`src/hw/rtl/esvs_ram.sv`:
```
// esvs_ram: single-port-write, single-port-read synchronous memory with a
// registered read. Depends on nothing.
module esvs_ram #(
    parameter int WIDTH = 8,
    parameter int DEPTH = 16,
    localparam int ADDR_W = (DEPTH > 1) ? $clog2(DEPTH) : 1
) (
    input  logic              aclk,
    input  logic              we,
    input  logic [ADDR_W-1:0] waddr,
    input  logic [WIDTH-1:0]  wdata,
    input  logic              re,
    input  logic [ADDR_W-1:0] raddr,
    output logic [WIDTH-1:0]  rdata
);

    logic [WIDTH-1:0] mem [DEPTH];
    logic [WIDTH-1:0] rdata_reg;

    // Write port
    always_ff @(posedge aclk) begin
        if (we) begin
            mem[waddr] <= wdata;
        end
    end

    // Registered read port, data held between reads
    always_ff @(posedge aclk) begin
        if (re) begin
            rdata_reg <= mem[raddr];
        end
    end

    assign rdata = rdata_reg;

endmodule

```
`config.mk`:
```
export PLATFORM = sky130hd
export DESIGN_NAME = esvs_ram
export DESIGN_NICKNAME = d
export VERILOG_FILES = /design/src/hw/rtl/esvs_ram.sv
export SDC_FILE = /design/constraint.sdc
export NUM_CORES = 1
export LEC_CHECK = 0
export BUFFER_PORTS_ARGS = -buffer_cell sky130_fd_sc_hd__buf_2
export CELL_PAD_IN_SITES_DETAIL_PLACEMENT = 2
export CELL_PAD_IN_SITES_GLOBAL_PLACEMENT = 2
export CORE_MARGIN = 5
export CORE_UTILIZATION = 48
export DETAILED_ROUTE_END_ITERATION = 12
export HOLD_SLACK_MARGIN = 0.05
export PLACE_DENSITY_LB_ADDON = 0.1
export SLEW_MARGIN = 40
export SYNTH_ARGS = -nofsm -noshare
export SYNTH_HDL_FRONTEND = slang
export SYNTH_SLANG_ARGS = --single-unit
export TNS_END_PERCENT = 10
```
`constraint.sdc`:
```
create_clock -name aclk -period 2.7 [get_ports aclk]
set_clock_uncertainty 0.2 [all_clocks]
set_input_delay 0.405 -clock aclk [delete_from_list [all_inputs] [get_ports aclk]]
set_output_delay 0.405 -clock aclk [all_outputs]
set_load 0.02 [all_outputs]
```
==> impl_metrics.toml <==
[die]
io-pin-count = 27
core_area_sq_um = 10700
start_util = 0.486
row_count = 38
die_width_um = 114
fp.dieH_um = 114
die-area_sq_um = 13100

[logic_synthesis]
ys_ff_latch = 136
synth_seq_area_share = 0.781
synth_area_sq_um = 5230
yosysUniqueCellTypes = 18
syn_inst = 229
synthesis.nets = 248
yosysWarnings = 0
syn_avg_cell_area_sq_um = 22.8

[critical_path]
timing.critical_path.from = "mem[2][0]"
r2r_end = "rdata[0]"
timing.rr.start = "mem[2][0]"
path_class = "reg -> reg"
end_kind = "register"
cp.arrival_ns = 1.90
required_ns = 2.76
rrSetupSlack_ns = 0.86
r2r_cells = 3
start_kind = "register"
crit_fanout = 1
crit_end = "rdata[0]"

[finish]
nets = 305
antenna_cells = 0
syn_to_final_growth_pct = 18.5
final_cell_count_no_fill = 438
fill_cells = 899
multi_input_area_sq_um = 1060
regArea_sq_um = 4080
drive_gt1_frac = 0.309
largest_register_ffs = 128

[drt]
wire_per_inst_um = 31.6
drt-total-wl_um = 13800
vias = 2587
ant_nets = 0
vias_per_cell = 5.91
drtPass1Iterations = 4
drtIter0Drc = 224
remaining_drc_errors = 0

[grt]
first_global_vias = 2927
grt_pass1_wl_um = 20400
grtUsageTotal = 0.230
grt_start_max_net_pins = 20
grt_overflow_total = 0
grt_antenna_before_repair = 0

[power]
p_total_mw = 4.91
peakVddDrop_mv = 0.465
p_leak_nw = 2.11
power_density_nw_per_um2 = 792

[clock_tree]
cts_root_buf = "clkbuf_8"
cts_tree = "done"
htreeDepth = 4
cts_num_sinks = 136
postCtsSetupRepairBufs = 0
insertion_delay_ns = 0.52
cts.reportedPaths.clkPinSlew_ns = 0.06
numCtsBuffers = 17
clock_tree.buffer_depth = 2

[placed_design]
gp_congestion = 0.730
placed_cells = 406
io_buffers = 26
hpwlAfterDp_um = 8440

[sta]
worst_pin_slew_ns = 0.820
fin_crit_sh = 0.682
fin_crit_ns = 1.84
slew_headroom = 0.452
rsz0062_at_grt = "false"
setup_viol = 0
final-hold-violation-count = 0
fmax_ghz = 0.543
drv_slew = 0
timing.setup.tns_ns = 0

[job]
drv_cap = 0

[run_status]
outcome = "finished, final reports clean"

[worst_hold_path]
hp-class = "in -> reg"
-- logic make-up after synthesis --
logic type | count (synthesis) | share of synthesized area
AND/OR/NAND/NOR | 35 | 0.0314
AO/OA/AOI/OAI | 16 | 0.0230
flip-flops | 136 | 0.781
buffers and inverters | 10 | 0.0165
multiplexers | 32 | 0.148
-- worst min-delay path by stage --
stage / slack (ns) / cells past startpoint / to / start
CTS: 0.08 / 1 / mem[6][5] / wdata[5]
detailed placement: 0.56 / 3 / rdata[5] / mem[8][5]
finish: 0.10 / 1 / mem[6][5] / wdata[5]
floorplan: 0.30 / 0 / mem[0][0] / wdata[0]
global placement: 0.54 / 3 / rdata[5] / mem[11][5]
global route: 0.08 / 1 / mem[6][5] / wdata[5]
-- what timing repair did --
action / CTS / global route
gates resized for setup: 0 / 0
hold buffers: 1 / 0
endpoints found under the hold margin: 8 / 0
-- layout by cell type, fill, tap and decap left out, types with 4 or more instances in the layout --
cell type  count
buf_2         26
mux4_1        14
edfxtp_1     136
nor2_1        13
a22oi_1       16
clkinv_2       5
mux4_2        18
buf_4         19
nor3_1         4
clkbuf_16     16
nand2_1        9
-- synthesized netlist by cell type --
cell | count | area [sq um]
buf_4 | 1 | 7.51
edfxtp_1 | 136 | 4080
nand3_1 | 1 | 5.00
mux4_1 | 14 | 368
nor2_1 | 13 | 48.8
nand2_1 | 9 | 33.8
clkdlybuf4s25_2 | 3 | 30.0
nor3_1 | 4 | 20.0
nand3b_1 | 2 | 15.0
and2_1 | 1 | 6.26
nand2b_1 | 2 | 12.5
nor2b_1 | 1 | 6.26
mux4_2 | 18 | 405
and2b_1 | 1 | 7.51
or3b_2 | 1 | 8.76
a22oi_1 | 16 | 120
buf_6 | 3 | 33.8
buf_2 | 3 | 15.0
-- metal layers --
layer	routed length, um	GRT usage	up-vias	share of wire
met5	0	0	-	0
met4	150	0.0760	0	0.011
met3	801	0.0534	9	0.058
met2	6770	0.359	98	0.49
met1	6110	0.324	1391	0.44
li1	-	-	1089	-
-- cell type report --
| type | count | share of cell area |
|---|---|---|
| multi-input combinational | 83 | 0.171 |
| sequential | 136 | 0.659 |
| timing repair buffer | 48 | 0.0521 |
| clock inverter | 12 | 0.0216 |
| tap | 140 | 0.0283 |
| clock buffer | 19 | 0.0681 |
-- worst max-delay path, cell delays in order (launching register included) --
cell and delay (ns):
edfxtp_1 0.41, mux4_1 0.53, a22oi_1 0.34, nand2_1 0.10
-- power by group --
part | switching [mW] | internal, mW | leakage (nW) | total, mW
logic | 0.159 | 0.0964 | 0.597 | 0.255
clock network | 0.871 | 1.38 | 0.274 | 2.25
registers | 0.0169 | 2.38 | 1.24 | 2.40
-- metrics by stage --
| stage | utilization | hold slack (ns) | instance area, sq um | worst slack (ns) |
|---|---|---|---|---|
| floorplan | - | 0.304 | 5230 | 0.602 |
| global placement | 0.524 | 0.539 | 5630 | 0.468 |
| detailed placement | 0.524 | 0.563 | 5630 | 0.450 |
| CTS | 0.577 | 0.0764 | 6190 | 0.835 |
| global route | 0.577 | 0.0837 | 6190 | 0.808 |
| finish | 0.577 | 0.104 | 6190 | 0.858 |
No activity file was read; power rests on OpenSTA's default activity.
